===== src/rtl/ehsc_pkg.sv =====
// ---------------------------------------------------------------------------
// SECDED codec package
// Transaction types, codes and bit placement functions of the (64,57) codec.
// ---------------------------------------------------------------------------
package ehsc_pkg;

    localparam int CW_W           = 64;
    localparam int DATA_W         = 57;
    localparam int SYN_MAX_W      = 6;
    localparam int BLOCK_BITS_DEF = 64;

    localparam logic KIND_ENCODE = 1'b0;
    localparam logic KIND_DECODE = 1'b1;

    localparam logic [1:0] STATUS_CLEAN     = 2'd0;
    localparam logic [1:0] STATUS_CORRECTED = 2'd1;
    localparam logic [1:0] STATUS_DOUBLE    = 2'd2;

    typedef struct packed {
        logic              kind;
        logic [DATA_W-1:0] data_in;
        logic [CW_W-1:0]   codeword_in;
    } item_t;

    typedef struct packed {
        logic [CW_W-1:0]   codeword_out;
        logic [DATA_W-1:0] data_out;
        logic [1:0]        status;
    } result_t;

    typedef struct packed {
        logic            kind;
        logic [CW_W-1:0] cw;
    } stage1_t;

    typedef struct packed {
        logic                 kind;
        logic [CW_W-1:0]      cw;
        logic [SYN_MAX_W-1:0] syn;
        logic                 par;
    } stage2_t;

    function automatic logic [CW_W-1:0] block_mask(int bb);
        logic [CW_W-1:0] m;
        m = '0;
        for (int i = 0; i < CW_W; i++) begin
            m[i] = (i < bb);
        end
        return m;
    endfunction

    function automatic logic [CW_W-1:0] syn_mask(int b, int bb);
        logic [CW_W-1:0] m;
        m = '0;
        for (int i = 1; i < CW_W; i++) begin
            m[i] = (i < bb) && (((i >> b) & 1) != 0);
        end
        return m;
    endfunction

    function automatic logic [CW_W-1:0] place_data(logic [DATA_W-1:0] d, int bb);
        logic [CW_W-1:0] cw;
        int              k;
        cw = '0;
        k  = 0;
        for (int i = 1; i < CW_W; i++) begin
            if (i < bb && (i & (i - 1)) != 0) begin
                if (k < DATA_W) begin
                    cw[i] = d[k];
                end
                k++;
            end
        end
        return cw;
    endfunction

    function automatic logic [DATA_W-1:0] extract_data(logic [CW_W-1:0] cw, int bb);
        logic [DATA_W-1:0] d;
        int                k;
        d = '0;
        k = 0;
        for (int i = 1; i < CW_W; i++) begin
            if (i < bb && (i & (i - 1)) != 0) begin
                if (k < DATA_W) begin
                    d[k] = cw[i];
                end
                k++;
            end
        end
        return d;
    endfunction

endpackage


===== src/rtl/ehsc_place.sv =====
// ---------------------------------------------------------------------------
// SECDED codec input stage
// Places encode data at the data positions or masks a received codeword.
// ---------------------------------------------------------------------------
module ehsc_place #(
    parameter int BLOCK_BITS = ehsc_pkg::BLOCK_BITS_DEF
) (
    input  logic              clk,
    input  logic              rst_n,
    input  logic              valid,
    output logic              stall,
    input  ehsc_pkg::item_t   item,
    output logic              stage_valid,
    input  logic              stage_ready,
    output ehsc_pkg::stage1_t stage
);

    localparam logic [ehsc_pkg::CW_W-1:0] BLK_MASK = ehsc_pkg::block_mask(BLOCK_BITS);

    logic              valid_reg;
    logic              ready;
    ehsc_pkg::stage1_t data_reg;
    ehsc_pkg::stage1_t data_next;

    assign ready = !valid_reg || stage_ready;
    assign stall = !ready;

    always_comb
    begin
        data_next.kind = item.kind;
        if (item.kind == ehsc_pkg::KIND_DECODE)
        begin
            data_next.cw = item.codeword_in & BLK_MASK;
        end
        else
        begin
            data_next.cw = ehsc_pkg::place_data(item.data_in, BLOCK_BITS);
        end
    end

    always_ff @(posedge clk or negedge rst_n)
    begin
        if (!rst_n)
        begin
            valid_reg <= 1'b0;
        end
        else if (ready)
        begin
            valid_reg <= valid;
        end
    end

    always_ff @(posedge clk)
    begin
        if (ready && valid)
        begin
            data_reg <= data_next;
        end
    end

    assign stage_valid = valid_reg;
    assign stage       = data_reg;

endmodule


===== src/rtl/ehsc_syn.sv =====
// ---------------------------------------------------------------------------
// SECDED codec syndrome stage
// Computes the position syndrome and the overall parity of the block.
// ---------------------------------------------------------------------------
module ehsc_syn #(
    parameter int BLOCK_BITS = ehsc_pkg::BLOCK_BITS_DEF
) (
    input  logic              clk,
    input  logic              rst_n,
    input  logic              up_valid,
    output logic              up_ready,
    input  ehsc_pkg::stage1_t up,
    output logic              stage_valid,
    input  logic              stage_ready,
    output ehsc_pkg::stage2_t stage
);

    logic              valid_reg;
    ehsc_pkg::stage2_t data_reg;
    ehsc_pkg::stage2_t data_next;

    assign up_ready = !valid_reg || stage_ready;

    always_comb
    begin
        data_next.kind = up.kind;
        data_next.cw   = up.cw;
        data_next.par  = ^up.cw;
        for (int b = 0; b < ehsc_pkg::SYN_MAX_W; b++)
        begin
            data_next.syn[b] = ^(up.cw & ehsc_pkg::syn_mask(b, BLOCK_BITS));
        end
    end

    always_ff @(posedge clk or negedge rst_n)
    begin
        if (!rst_n)
        begin
            valid_reg <= 1'b0;
        end
        else if (up_ready)
        begin
            valid_reg <= up_valid;
        end
    end

    always_ff @(posedge clk)
    begin
        if (up_ready && up_valid)
        begin
            data_reg <= data_next;
        end
    end

    assign stage_valid = valid_reg;
    assign stage       = data_reg;

endmodule


===== src/rtl/ehsc_fix.sv =====
// ---------------------------------------------------------------------------
// SECDED codec result stage
// Inserts check bits on encode; corrects, classifies and extracts on decode.
// ---------------------------------------------------------------------------
module ehsc_fix #(
    parameter int BLOCK_BITS = ehsc_pkg::BLOCK_BITS_DEF
) (
    input  logic              clk,
    input  logic              rst_n,
    input  logic              up_valid,
    output logic              up_ready,
    input  ehsc_pkg::stage2_t up,
    output logic              result_valid,
    input  logic              result_stall,
    output ehsc_pkg::result_t result
);

    logic                             valid_reg;
    ehsc_pkg::result_t                data_reg;
    ehsc_pkg::result_t                data_next;
    logic [ehsc_pkg::CW_W-1:0]        cw_enc;
    logic [ehsc_pkg::CW_W-1:0]        cw_dec;
    logic [ehsc_pkg::CW_W-1:0]        flip;
    logic [1:0]                       status_dec;

    assign up_ready = !valid_reg || !result_stall;
    assign flip     = ehsc_pkg::CW_W'(1) << up.syn;

    always_comb
    begin
        cw_enc = up.cw;
        for (int j = 0; j < ehsc_pkg::SYN_MAX_W; j++)
        begin
            if ((1 << j) < BLOCK_BITS)
            begin
                cw_enc[1 << j] = up.syn[j];
            end
        end
        cw_enc[0] = up.par ^ (^up.syn);
    end

    always_comb
    begin
        cw_dec     = up.cw;
        status_dec = ehsc_pkg::STATUS_CLEAN;
        if (up.syn == '0)
        begin
            if (up.par)
            begin
                cw_dec[0]  = ~up.cw[0];
                status_dec = ehsc_pkg::STATUS_CORRECTED;
            end
        end
        else if (up.par)
        begin
            if (int'(up.syn) < BLOCK_BITS)
            begin
                cw_dec     = up.cw ^ flip;
                status_dec = ehsc_pkg::STATUS_CORRECTED;
            end
            else
            begin
                status_dec = ehsc_pkg::STATUS_DOUBLE;
            end
        end
        else
        begin
            status_dec = ehsc_pkg::STATUS_DOUBLE;
        end
    end

    always_comb
    begin
        if (up.kind == ehsc_pkg::KIND_DECODE)
        begin
            data_next.codeword_out = cw_dec;
            data_next.data_out     = ehsc_pkg::extract_data(cw_dec, BLOCK_BITS);
            data_next.status       = status_dec;
        end
        else
        begin
            data_next.codeword_out = cw_enc;
            data_next.data_out     = '0;
            data_next.status       = ehsc_pkg::STATUS_CLEAN;
        end
    end

    always_ff @(posedge clk or negedge rst_n)
    begin
        if (!rst_n)
        begin
            valid_reg <= 1'b0;
        end
        else if (up_ready)
        begin
            valid_reg <= up_valid;
        end
    end

    always_ff @(posedge clk)
    begin
        if (up_ready && up_valid)
        begin
            data_reg <= data_next;
        end
    end

    assign result_valid = valid_reg;
    assign result       = data_reg;

endmodule


===== src/rtl/extended_hamming_secded_codec_unit.sv =====
// ---------------------------------------------------------------------------
// Extended Hamming SECDED (64,57) codec
// Each accepted transaction passes the place, syndrome and fix stage registers.
// Throughput is one transaction per cycle while the output is not stalled; every stage holds one transaction.
// The pipeline stalls stage by stage, so bubbles close up under a stalled output.
// Reset clears the stage valid bits; the stage data registers are not reset.
// ---------------------------------------------------------------------------
module extended_hamming_secded_codec_unit #(
    parameter int BLOCK_BITS = ehsc_pkg::BLOCK_BITS_DEF
) (
    input  logic              clk,
    input  logic              rst_n,
    input  logic              item_valid,
    output logic              item_stall,
    input  ehsc_pkg::item_t   item,
    output logic              result_valid,
    input  logic              result_stall,
    output ehsc_pkg::result_t result
);

    logic              s1_valid;
    logic              s1_ready;
    ehsc_pkg::stage1_t s1;
    logic              s2_valid;
    logic              s2_ready;
    ehsc_pkg::stage2_t s2;

    ehsc_place #(
        .BLOCK_BITS(BLOCK_BITS)
    ) u_place (
        .clk        (clk),
        .rst_n      (rst_n),
        .valid      (item_valid),
        .stall      (item_stall),
        .item       (item),
        .stage_valid(s1_valid),
        .stage_ready(s1_ready),
        .stage      (s1)
    );

    ehsc_syn #(
        .BLOCK_BITS(BLOCK_BITS)
    ) u_syn (
        .clk        (clk),
        .rst_n      (rst_n),
        .up_valid   (s1_valid),
        .up_ready   (s1_ready),
        .up         (s1),
        .stage_valid(s2_valid),
        .stage_ready(s2_ready),
        .stage      (s2)
    );

    ehsc_fix #(
        .BLOCK_BITS(BLOCK_BITS)
    ) u_fix (
        .clk         (clk),
        .rst_n       (rst_n),
        .up_valid    (s2_valid),
        .up_ready    (s2_ready),
        .up          (s2),
        .result_valid(result_valid),
        .result_stall(result_stall),
        .result      (result)
    );

endmodule


===== config.mk =====
export PLATFORM = sky130hd
export DESIGN_NAME = extended_hamming_secded_codec_unit
export DESIGN_NICKNAME = d
export VERILOG_FILES = /design/src/rtl/ehsc_pkg.sv /design/src/rtl/ehsc_place.sv /design/src/rtl/ehsc_syn.sv /design/src/rtl/ehsc_fix.sv /design/src/rtl/extended_hamming_secded_codec_unit.sv
export SDC_FILE = /design/constraint.sdc
export NUM_CORES = 1
export LEC_CHECK = 0
export BUFFER_PORTS_ARGS = -buffer_cell sky130_fd_sc_hd__buf_2
export CAP_MARGIN = 25
export CORE_MARGIN = 5
export CORE_UTILIZATION = 50
export DETAILED_ROUTE_END_ITERATION = 10
export PLACE_DENSITY = 0.77
export SLEW_MARGIN = 10
export SYNTH_ARGS = -nofsm -noshare
export SYNTH_HDL_FRONTEND = slang
export SYNTH_SLANG_ARGS = --single-unit

===== constraint.sdc =====
create_clock -name clk -period 10.5 [get_ports clk]
set_input_delay 0.525 -clock clk [delete_from_list [all_inputs] [get_ports clk]]
set_output_delay 0.525 -clock clk [all_outputs]
set_load 0.1 [all_outputs]

---- After elaboration in Yosys (flattened, before gate mapping) ----
Index checks and enable logic that the tools add are counted.
storage, ports and cells
  register bits after elaboration ......... 263
  output and inout bits ................... 125
  input bits .............................. 126
operators by class
  muxes and demuxes ....................... 625
  reduce and logical (&&, ||, !) cells .... 76
  add/subtract/negate cells ............... 110
  order comparisons ....................... 280
  bitwise operators ....................... 3
  shifts and indexed selects .............. 1
operators by type and width
  kind                                                                     count
  57-bit two-way mux                                                       111
  32-bit by 7-bit < comparator with 1-bit output (second input constant)   112
  32-bit by 8-bit < comparator with 1-bit output (second input constant)   112
  32-bit two-way mux                                                       112
  32-bit by 2-bit adder with 32-bit output (second input constant)         110
  57-bit bitwise mux                                                       56
  32-bit by 1-bit >= comparator with 1-bit output (second input constant)  56
  64-bit parity                                                            7
  1-bit binary-select mux with 6-bit select                                56
  1-bit demux with 6-bit select                                            56
  1-bit two-way mux                                                        228
  64-bit two-way mux                                                       2
  123-bit two-way mux                                                      1
  1-bit by 6-bit left shift with 64-bit output (first input constant)      1
  64-bit bitwise XOR                                                       1
  63-bit two-way mux                                                       1
  1-bit logical AND                                                        59
  6-bit zero test                                                          1
  6-bit parity                                                             1
  1-bit zero test                                                          5
  2-bit two-way mux                                                        2
  1-bit logical OR                                                         3
  1-bit NOT                                                                1
  1-bit bitwise XOR                                                        1

---- Depth between registers and ports, before layout ----
Gate-level depths: netlist of the first run.
  word-level depth ........................ 173
  gate-level depth with buffers ........... 10

---- Modules after synthesis ----
From an unflattened synthesis of the first run, not the netlist that was laid out.
unflattened totals
  cell total of the unflattened synthesis .. 896
  area, all modules ....................... 12,844.8 um^2
modules (own cells, without submodules)
  module      cells each  times used  seq. area each (um^2)  area each (um^2)
  ehsc_fix    562         1           3,718.6                6,497.5
  ehsc_syn    193         1           2,187.1                3,340.7
  ehsc_place  141         1           1,976.9                3,006.6

---- Worst setup path before layout of the first run ----
No wires, ideal clock.
  path type ............................... reg-to-reg
  start ................................... reg u_fix.valid_reg, in the netlist u_fix.result_valid
  end ..................................... reg u_fix.data_reg (netlist bit u_fix.result[0]) (enable)
  cell stages (with the launch flop) ...... 2
  setup time .............................. 0.793 ns
  path slack .............................. -0.104 ns
  clock period less this slack ............ 10.604 ns
  required time ........................... 9.707 ns
  data arrival time ....................... 9.810 ns
  cells stage by stage .................... dfrtp_1 -> a21boi_0
between the ends
  cells in the longest elaborated chain, start to end .. 3
RTL lines
  element                   line             RTL
  start: declaration        ehsc_fix.sv:18   logic valid_reg;
  start signal: assignment  ehsc_fix.sv:96   valid_reg <= up_valid;
  1-bit zero test           ehsc_fix.sv:26   assign up_ready = !valid_reg || !result_stall;
  1-bit logical OR          ehsc_fix.sv:26
  1-bit logical AND         ehsc_fix.sv:102  if (up_ready && up_valid)
  end signal: assignment    ehsc_fix.sv:104  data_reg <= data_next;
  end: declaration          ehsc_fix.sv:19   ehsc_pkg::result_t data_reg;
Every way passes these cells.
A chain may end at the register's enable or synchronous reset.

==> reports/metrics.cfg, run 1 <==
[run_status]
status = finished, final reports clean

[cells_and_area]
syn_to_final_growth_pct = 20.7
num_antenna_cells = 0
num-fill-cells = 1797
design.final.nets = 1240
layout_common_cells = 260 x edfxtp_1, 250 x buf_2, 104 x xor2_1
drive_above_1_share_pct = 31.8
mostFrequentLayoutCell = edfxtp_1

[die]
initial_utilization_pct = 51.0
rows = 56
die_x_um = 165
floorplan_die_area_sq_mm = 0.0272
die_h_um = 165
boundary_pin_count = 251
core-area_sq_mm = 0.0235

[drt]
vias = 7392
drcViolationCount = 0
initialDrtViolationCount = 746
detailed_router_iteration_count_before_antenna_repair = 5
post_drt_via_cell_ratio = 5.11
routedWlPerCell_um = 18.7
drt_wl_total_mm = 27.0
drt.antenna.violating_nets = 0

[setup_path]
worstSetupStartpointType = flip-flop
crit_path_start = u_syn.stage[1]
arrival_time_of_the_worst_setup_path_ns = 3.42
setup.worst_path.class = reg -> reg
crit_path_max_fanout = 17
cp-end-kind = flip-flop
ff2ff_path_depth = 8
worst_ep_required_time_ns = 10.76
reg2reg_slack_ns = 7.34
endpoint = u_fix.result[90]
worst_r2r_startpoint = u_syn.stage[1]
r2r-end = u_fix.result[90]

[synth]
synth.ff_latch_count = 263
synth.net_count = 989
synth_area_leaders = edfxtp_1 65%, xor2_1 7.6%, xnor2_1 6.9%
yosys-mux-area-fraction_pct = 5.35
synth_top_family_by_area = XOR/XNOR gates
netlist.top_cell.by_area = edfxtp_1
synth_compound_area_share_pct = 3.17
synth_sequential_area_ratio_pct = 65.7
synth_adder_area_share_pct = 0.625
yosys.cell_types.count = 30
synth.top_cell.area_share_pct = 65.0
post_synth_xor_area_fraction_pct = 15.8
total_of_warnings_raised_by_yosys = 0
synth-simple-area-share_pct = 8.01
synth.avg_cell_area_sq_um = 14.0
synthesized_area_sq_mm = 0.0120
syn-instance-count = 857

[placement]
place.port_buffers = 250
routabilityCongestion = 0.878
dpl.hpwl_mm = 19.8

[sta]
max_freq_mhz = 316
slew_headroom_pct = 33.3
worst-slew-pin-transition_ns = 0.995
post_route_skew_ns = 0.0183
hold_violations = 0
fin_hold_ws_ns = 0.205
finalSetupViolCount = 0
grt_setup_unrepaired = no
period_share_pct = 30.1
maxSlewViolCount = 0
finalWorstPathRequiredPeriod_ns = 3.16
final_total_negative_setup_slack_ns = 0

[cts]
clk_transition_reported_paths_ns = 0.06
numClockSinks = 263
postCtsHoldBufs = 1
tritoncts_clock_tree = yes
cts-buffers-inserted = 26
htreeDepth = 1
clock_tree.root_cell = clkbuf_16
cts.path.max_buffers = 3
post_cts_resized = 0
postCtsSetupBuffers = 0
clock_latency_ns = 0.52

[run]
max_cap_violations = 0

[global_routing]
antenna_found_initial = 0
gr-total-overflow = 0
first_global_vias = 7287
grt_max_degree = 73
grt_first_pass_wirelength_mm = 40.5
grt_use_total_pct = 19.6

[pwr]
totalPowerFinal_uw = 3570
p_leak_uw = 0.00545
ir_drop_v = 0.000126
powerDensity_mw_per_mm2 = 246

[hold_path]
timing.hold.worst.class = in -> reg

-- worst min path at each step --
stage | endpoint | start | slack (ns) | cells past startpoint
6_report | u_place.stage_valid | item_valid | 0.20 | 2
5_1_grt | u_place.stage_valid | item_valid | 0.21 | 2
4_1_cts | u_place.stage_valid | item_valid | 0.19 | 2
3_5_place_dp | u_fix.result_valid | rst_n | 0.32 | 1
3_3_place_gp | u_fix.result_valid | rst_n | 0.32 | 1
2_1_floorplan | u_fix.result_valid | rst_n | 0.23 | 0
-- layer usage --
layer	vias to the layer above	GRT usage, %	wire [um]
met5	-	0	0
met4	0	6.31	733
met3	44	2.52	2020
met2	335	30.4	12400
met1	3469	29.0	11800
li1	3544	-	-
-- stage by stage --
stage | cell area (sq um) | utilization, % | cells | setup slack (ns)
final | 14500 | 61.5 | 1447 | 7.34
after global routing | 14500 | 61.5 | 1447 | 7.12
after CTS | 14500 | 61.5 | 1446 | 7.43
after detailed placement | 13600 | 57.7 | 1397 | 7.47
after global placement | 13600 | 57.7 | 1397 | 7.61
after floorplan | 12000 | - | 857 | 3.13
-- kinds of logic after synthesis --
logic type	after synthesis
mux	57
simple gates	207
xor+xnor	206
compound gates	74
buf+inv	44
fa+ha+maj	6
flops	263
-- area by class of cell --
cell class,count,area (sq um),area share (%)
clock buffers,31,691,4.77
clock inverters,17,185,1.28
inverters,8,30.0,0.207
multi-input cells,550,3970,27.4
flip-flops and latches,263,7880,54.4
well taps,319,399,2.76
repair buffers,259,1330,9.17
-- where the power goes --
part / switching (uW) / internal, uW / leakage, uW
clock network: 372 / 567 / 0.000430
logic: 858 / 333 / 0.00246
registers: 97.0 / 1340 / 0.00256
-- worst max-delay path, cell delays in order, from the launching register on --
cell,delay [ns]
edfxtp_1,0.42
inv_1,0.09
ha_1,0.35
nand3_1,0.17
nand2_1,0.12
nor3_2,0.77
nand2_1,0.58
nor2_1,0.29
xor2_1,0.11
-- registers in the layout, summed over array words and instances, names as in the netlist --
register,count
u_fix.result,123
u_place.stage_valid,1
u_fix.result_valid,1
u_place.stage,65
u_syn.stage,72
u_syn.stage_valid,1
-- cell usage after synthesis --
cell,instances
edfxtp_1,260
xor2_1,104
xnor2_1,95
nor2_1,89
mux2_2,57
a21oi_1,38
clkbuf_1,36
o21ai_0,33
nand2_1,31
nand3_1,31
or3_1,31
and2_1,11
inv_1,7
ha_1,6
and3_1,4
dfrtp_1,3
nand4_1,3
xnor3_1,3
xor3_1,3
nand2b_1,2
a21boi_0,1
a21o_1,1
a32o_1,1
clkinv_1,1
nand3b_1,1
nor3_1,1
nor3_2,1
nor3b_1,1
nor4_1,1
xor2_2,1
(Power assumes the default switching activity.)
==> run 2: changes to the inputs <==
--- a/config.mk
+++ b/config.mk
@@ -8,9 +8,9 @@
 export BUFFER_PORTS_ARGS = -buffer_cell sky130_fd_sc_hd__buf_2
 export CAP_MARGIN = 25
 export CORE_MARGIN = 5
-export CORE_UTILIZATION = 50
+export CORE_UTILIZATION = 55
 export DETAILED_ROUTE_END_ITERATION = 10
-export PLACE_DENSITY = 0.77
+export PLACE_DENSITY = 0.8
 export SLEW_MARGIN = 10
 export SYNTH_ARGS = -nofsm -noshare
 export SYNTH_HDL_FRONTEND = slang
==> constraint.sdc (replaced) <==
create_clock -name clk -period 3 [get_ports clk]
set_input_delay 0.15 -clock clk [delete_from_list [all_inputs] [get_ports clk]]
set_output_delay 0.15 -clock clk [all_outputs]
set_load 0.1 [all_outputs]
==> reports/metrics.cfg, run 2 (synthesis results as in run 1) <==
[setup_path]
crit_path_max_fanout = 16  ; -1
worst_ep_required_time_ns = 3.25  ; -7.51 ns
setup.worst_path.class = reg -> reg
cp_top_family = simple AND/OR/NAND/NOR gates
cp_cell_sequence = inv_1, ha_1, nand3_1, and2_1, nand4_1, nor2_1, xor2_1
cp_slowest_cell = nand4_1
ff2ff_path_depth = 7  ; -1
cp-end-kind = flip-flop
critPathMaxStageDelay_ns = 0.67  ; -0.10 ns
r2r-end = u_fix.result[95]
worst_r2r_startpoint = u_syn.stage[4]
worstSetupStartpointType = flip-flop
reg2reg_slack_ns = 0.32  ; -7.02 ns
timing.critical_path.buf_inv = 1  ; unchanged
arrival_time_of_the_worst_setup_path_ns = 2.93  ; -0.49 ns

[hold_path]
timing.hold.worst.class = in -> reg
holdCritStartpoint = item[121]
holdPathStages = 2  ; unchanged
worstHoldEndpoint = u_place.stage[1]

[cells_and_area]
num_antenna_cells = 0  ; unchanged
num-fill-cells = 1427  ; -21%
seq_area_sq_mm = 0.00789  ; about the same
multi_input_gate_area_sq_mm = 0.00397  ; unchanged
syn_to_final_growth_pct = 30.9
layout_common_cells = 260 x edfxtp_1, 250 x buf_2, 126 x dlygate4sd3_1
design.final.nets = 1375  ; +11%
mostFrequentLayoutCell = edfxtp_1
flip_flop_count_of_the_largest_register_after_layout = 123  ; unchanged
drive_above_1_share_pct = 29.0  ; -2.8 points

[cts]
tritoncts_clock_tree = yes
cts-buffers-inserted = 26  ; unchanged
clk_transition_reported_paths_ns = 0.06  ; about the same
clock_latency_ns = 0.53  ; about the same
htreeDepth = 1  ; unchanged
clock_tree.root_cell = clkbuf_16
cts.path.max_buffers = 3  ; unchanged
postCtsSetupBuffers = 0  ; unchanged
numClockSinks = 263  ; unchanged

[pwr]
internal-power_uw = 7690  ; +240%
ir_drop_v = 0.000469  ; +270%
seq_power_share_pct = 40.5  ; +0.2 points
pwr-share-clk_pct = 23.7  ; -2.6 points
totalPowerFinal_uw = 12400  ; +250%
p_leak_uw = 0.00599  ; +9.9%
power.combinational.fraction_pct = 35.8  ; +2.4 points
power_switching_uw = 4710  ; +250%
powerDensity_mw_per_mm2 = 789  ; +220%
sw_frac_of_total_pct = 38.0  ; +0.76 points

[sta]
final_total_negative_setup_slack_ns = 0  ; unchanged
finalWorstPathRequiredPeriod_ns = 2.68  ; -0.483 ns
grt_setup_unrepaired = no
finalSetupViolCount = 0  ; unchanged
hold_violations = 0  ; unchanged
post_route_skew_ns = 0.0149  ; -0.00341 ns
slew_headroom_pct = 44.7  ; +11 points
maxSlewViolCount = 0  ; unchanged
period_share_pct = 89.3  ; +59 points
max_freq_mhz = 373  ; +18%
worst-slew-pin-transition_ns = 0.827  ; -0.168 ns

[die]
core-area_sq_mm = 0.0217  ; -7.9%
boundary_pin_count = 251  ; unchanged
rows = 54  ; -3.6%
die_x_um = 158  ; -4.4%
floorplan_die_area_sq_mm = 0.0249  ; -8.6%
die_h_um = 158  ; -4.4%
initial_utilization_pct = 55.3  ; +4.4 points

[global_routing]
antenna_found_initial = 0  ; unchanged
grt_first_pass_wirelength_mm = 44.3  ; +9.4%
grt_max_degree = 73  ; unchanged
grt_use_total_pct = 23.0  ; +3.4 points
first_global_vias = 8059  ; +11%
gr-total-overflow = 0  ; unchanged

[run_status]
status = finished, final reports clean

[drt]
post_drt_via_cell_ratio = 5.24  ; +2.5%
initialDrtViolationCount = 815  ; +9.2%
vias = 8077  ; +9.3%
detailed_router_iteration_count_before_antenna_repair = 5  ; unchanged
routedWlPerCell_um = 18.8  ; +0.88%
drt.antenna.violating_nets = 0  ; unchanged
drcViolationCount = 0  ; unchanged
drt_wl_total_mm = 29.0  ; +7.5%

[placement]
dpl.hpwl_mm = 19.8  ; -0.10%
place.port_buffers = 250  ; unchanged
routabilityCongestion = 0.846  ; -3.6%

[run]
max_cap_violations = 0  ; unchanged

[run 2: cell types whose count changed in the layout (fill, tap and decap cells not counted), sizes merged]
| cell | change |
|---|---|
| buf | +10 |
| bufinv | -4 |
| clkbuf | +2 |
| clkinv | +2 |
| clkinvlp | -1 |
| dlygate4sd3 | +125 |
[run 2: per-stage QoR]
| step | hold WS (ns) | instances | instance area [sq um] | setup slack (ns) | util [%] |
|---|---|---|---|---|---|
| 5_1_grt | 0.378 | 1542 | 15700 | 0.0512 | 72.5 |
| 6_report | 0.352 | 1542 | 15700 | 0.322 | 72.5 |
| 3_3_place_gp | -0.0535 | 1369 | 13700 | 0.588 | 63.1 |
| 4_1_cts | 0.342 | 1542 | 15700 | 0.335 | 72.5 |
| 3_5_place_dp | -0.0515 | 1369 | 13700 | 0.375 | 63.1 |
| 2_1_floorplan | -0.146 | 857 | 12000 | -0.248 | - |
[run 2: timing repair]
| item | in CTS | in global routing |
|---|---|---|
| endpoints found under the setup margin | 0 | 0 |
| resized for setup | 0 | 0 |
| endpoints found under the hold margin | 70 | 0 |
| hold buffers | 126 | 0 |
[run 2: power groups by stage]
| stage | registers (uW) | logic, uW | clock network, uW |
|---|---|---|---|
| global placement | 5060 | 4180 | 0 |
| floorplan | 6460 | 1910 | 0 |
| detailed placement | 5090 | 4250 | 0 |
| global route | 5060 | 4680 | 3160 |
| finish | 5020 | 4430 | 2940 |
| CTS | 5010 | 4420 | 2980 |
[run 2: cell type report]
cell class / instances / share of cell area (%)
flip-flops and latches: 263 / 50.2
multi-input cells: 550 / 25.3
repair buffers: 394 / 17.2
clock buffers: 33 / 4.44
well taps: 280 / 2.23
clock inverters: 14 / 0.446
inverters: 8 / 0.191
[run 2: metal layers]
layer / share of wire, % / global-route usage, % / up-vias
met5: 0 / 0 / -
met4: 2.9 / 7.13 / 0
met3: 8.2 / 4.10 / 55
met2: 48 / 37.1 / 378
met1: 41 / 32.4 / 3825
li1: - / - / 3819
[run 2: worst max-delay path by stage]
| stage | start | end | cells after the start |
|---|---|---|---|
| after global routing | u_syn.stage[5] | u_fix.result[95] | 7 |
| after detailed placement | u_syn.stage[4] | u_fix.result[121] | 7 |
| after CTS | u_syn.stage[4] | u_fix.result[95] | 7 |
| final | u_syn.stage[4] | u_fix.result[95] | 7 |
| after floorplan | u_fix.result_valid | u_fix.result[0] | 1 |
| after global placement | u_syn.stage[1] | u_fix.result[95] | 8 |
==> run 3: changes to the inputs <==
--- a/config.mk
+++ b/config.mk
@@ -6,11 +6,11 @@
 export NUM_CORES = 1
 export LEC_CHECK = 0
 export BUFFER_PORTS_ARGS = -buffer_cell sky130_fd_sc_hd__buf_2
-export CAP_MARGIN = 25
+export CAP_MARGIN = 20
 export CORE_MARGIN = 5
-export CORE_UTILIZATION = 55
+export CORE_UTILIZATION = 50
 export DETAILED_ROUTE_END_ITERATION = 10
-export PLACE_DENSITY = 0.8
+export PLACE_DENSITY = 0.77
 export SLEW_MARGIN = 10
 export SYNTH_ARGS = -nofsm -noshare
 export SYNTH_HDL_FRONTEND = slang
==> constraint.sdc (replaced) <==
create_clock -name clk -period 2.31 [get_ports clk]
set_input_delay 0.1155 -clock clk [delete_from_list [all_inputs] [get_ports clk]]
set_output_delay 0.1155 -clock clk [all_outputs]
set_load 0.1 [all_outputs]
==> reports/metrics.cfg, run 3 (synthesis results as in run 1) <==
[run]
max_cap_violations = 0  ; unchanged

[die]
core-area_sq_mm = 0.0235  ; +8.5%
die_h_um = 165  ; +4.6%
boundary_pin_count = 251  ; unchanged
die_x_um = 165  ; +4.6%
floorplan_die_area_sq_mm = 0.0272  ; +9.4%
initial_utilization_pct = 51.0  ; -4.4 points
rows = 56  ; +3.7%

[placement]
place.port_buffers = 250  ; unchanged
dpl.hpwl_mm = 20.3  ; +2.8%
routabilityCongestion = 0.852  ; +0.82%

[sta]
post_route_skew_ns = 0.00720  ; -0.00766 ns
finalWorstPathRequiredPeriod_ns = 2.25  ; -0.433 ns
slew_headroom_pct = 56.9  ; +12 points
final_total_negative_setup_slack_ns = 0  ; unchanged
hold_violations = 0  ; unchanged
worst-slew-pin-transition_ns = 0.646  ; -0.181 ns
finalSetupViolCount = 0  ; unchanged
max_freq_mhz = 445  ; +19%
maxSlewViolCount = 0  ; unchanged
period_share_pct = 97.2  ; +7.9 points
grt_setup_unrepaired = no

[global_routing]
grt_use_total_pct = 21.6  ; -1.4 points
first_global_vias = 8194  ; +1.7%
antenna_found_initial = 1  ; +1
grt_max_degree = 73  ; unchanged
grt_first_pass_wirelength_mm = 45.2  ; +1.8%
gr-total-overflow = 0  ; unchanged

[cells_and_area]
syn_to_final_growth_pct = 32.7
mostFrequentLayoutCell = edfxtp_1
drive_above_1_share_pct = 29.9  ; +0.93 points
design.final.nets = 1386  ; +0.80%
layout_common_cells = 260 x edfxtp_1, 250 x buf_2, 126 x dlygate4sd3_1
flip_flop_count_of_the_largest_register_after_layout = 123  ; unchanged

[cts]
tritoncts_clock_tree = yes
cts.path.max_buffers = 3  ; unchanged
clock_latency_ns = 0.52  ; about the same
clock_tree.root_cell = clkbuf_16
htreeDepth = 1  ; unchanged
clk_transition_reported_paths_ns = 0.06  ; about the same
numClockSinks = 263  ; unchanged
cts-buffers-inserted = 26  ; unchanged

[drt]
post_drt_via_cell_ratio = 5.01  ; -4.3%
initialDrtViolationCount = 696  ; -15%
vias = 7987  ; -1.1%
drt.antenna.violating_nets = 0  ; unchanged
drt_wl_total_mm = 29.4  ; +1.2%
detailed_router_iteration_count_before_antenna_repair = 5  ; unchanged
routedWlPerCell_um = 18.4  ; -2.0%
drcViolationCount = 0  ; unchanged

[setup_path]
cp-end-kind = flip-flop
arrival_time_of_the_worst_setup_path_ns = 2.51  ; -0.42 ns
crit_path_max_fanout = 3  ; -13
ff2ff_path_depth = 4  ; -3
reg2reg_slack_ns = 0.06  ; -0.26 ns
r2r-end = u_syn.stage[2]
worstSetupStartpointType = flip-flop
setup.worst_path.class = reg -> reg
worst_ep_required_time_ns = 2.57  ; -0.68 ns
worst_r2r_startpoint = u_place.stage[3]

[hold_path]
timing.hold.worst.class = in -> reg
holdPathStages = 2  ; unchanged
holdCritStartpoint = item[121]
worstHoldEndpoint = u_place.stage[64]

[pwr]
totalPowerFinal_uw = 16500  ; +33%
ir_drop_v = 0.000633  ; +35%
powerDensity_mw_per_mm2 = 1040  ; +31%
p_leak_uw = 0.00608  ; +1.4%

[run_status]
status = finished, final reports clean

[run 3: worst max-delay path, cell delays in order, from the launching register on]
cell      delay, ns
edfxtp_1       0.45
xor2_1         0.35
xnor3_1        0.39
xor3_1         0.39
xor3_1         0.40
[run 3: report_power, final]
group / switching (uW) / internal [uW]
Sequential: 370 / 6090
Combinational: 4080 / 1890
Clock: 1720 / 2360
Total: 6170 / 10300
[run 3: per-stage QoR]
step	util, %	instance area, sq um	std cells	hold WS [ns]	setup slack, ns
final	67.6	15900	1593	0.124	0.0648
after global placement	58.8	13800	1419	-0.0866	0.179
after CTS	67.6	15900	1592	0.115	0.0680
after floorplan	-	12000	857	-0.180	-0.938
after global routing	67.6	15900	1593	0.125	0.00359
after detailed placement	58.8	13800	1419	-0.0863	0.0916
[run 3: how the worst max path moves through the flow]
stage / from / to / slack [ns] / cells after the start
final: u_place.stage[3] / u_syn.stage[2] / 0.06 / 4
after global routing: u_place.stage[15] / u_syn.stage[2] / 0.004 / 5
after CTS: u_place.stage[3] / u_syn.stage[2] / 0.07 / 4
after detailed placement: u_place.stage[15] / u_syn.stage[2] / 0.09 / 5
after global placement: u_place.stage[31] / u_syn.stage[2] / 0.18 / 5
after floorplan: u_fix.result_valid / u_fix.result[0] / -0.94 / 1
[run 3: cell type report]
cell class              count  area (sq um)
fillers                  1651          7620
clock buffers              32           694
clock inverters            15           133
repair buffers            405          2810
flip-flops and latches    263          7890
diodes                      1          2.50
well taps                 319           399
inverters                   8          30.0
multi-input cells         550          3980
[run 3: repair_timing]
item,in CTS,in global routing
resized for setup,0,0
setup endpoints to repair,0,2
setup buffers,0,0
hold buffers,126,0
hold endpoints to repair,70,0
[run 3: per-layer routing]
| metal | vias to the layer above | global-route usage (%) | wire length (um) |
|---|---|---|---|
| met5 | - | 0 | 0 |
| met3 | 51 | 3.29 | 2020 |
| met4 | 0 | 6.20 | 757 |
| li1 | 3842 | - | - |
| met2 | 320 | 35.4 | 14100 |
| met1 | 3774 | 30.3 | 12500 |
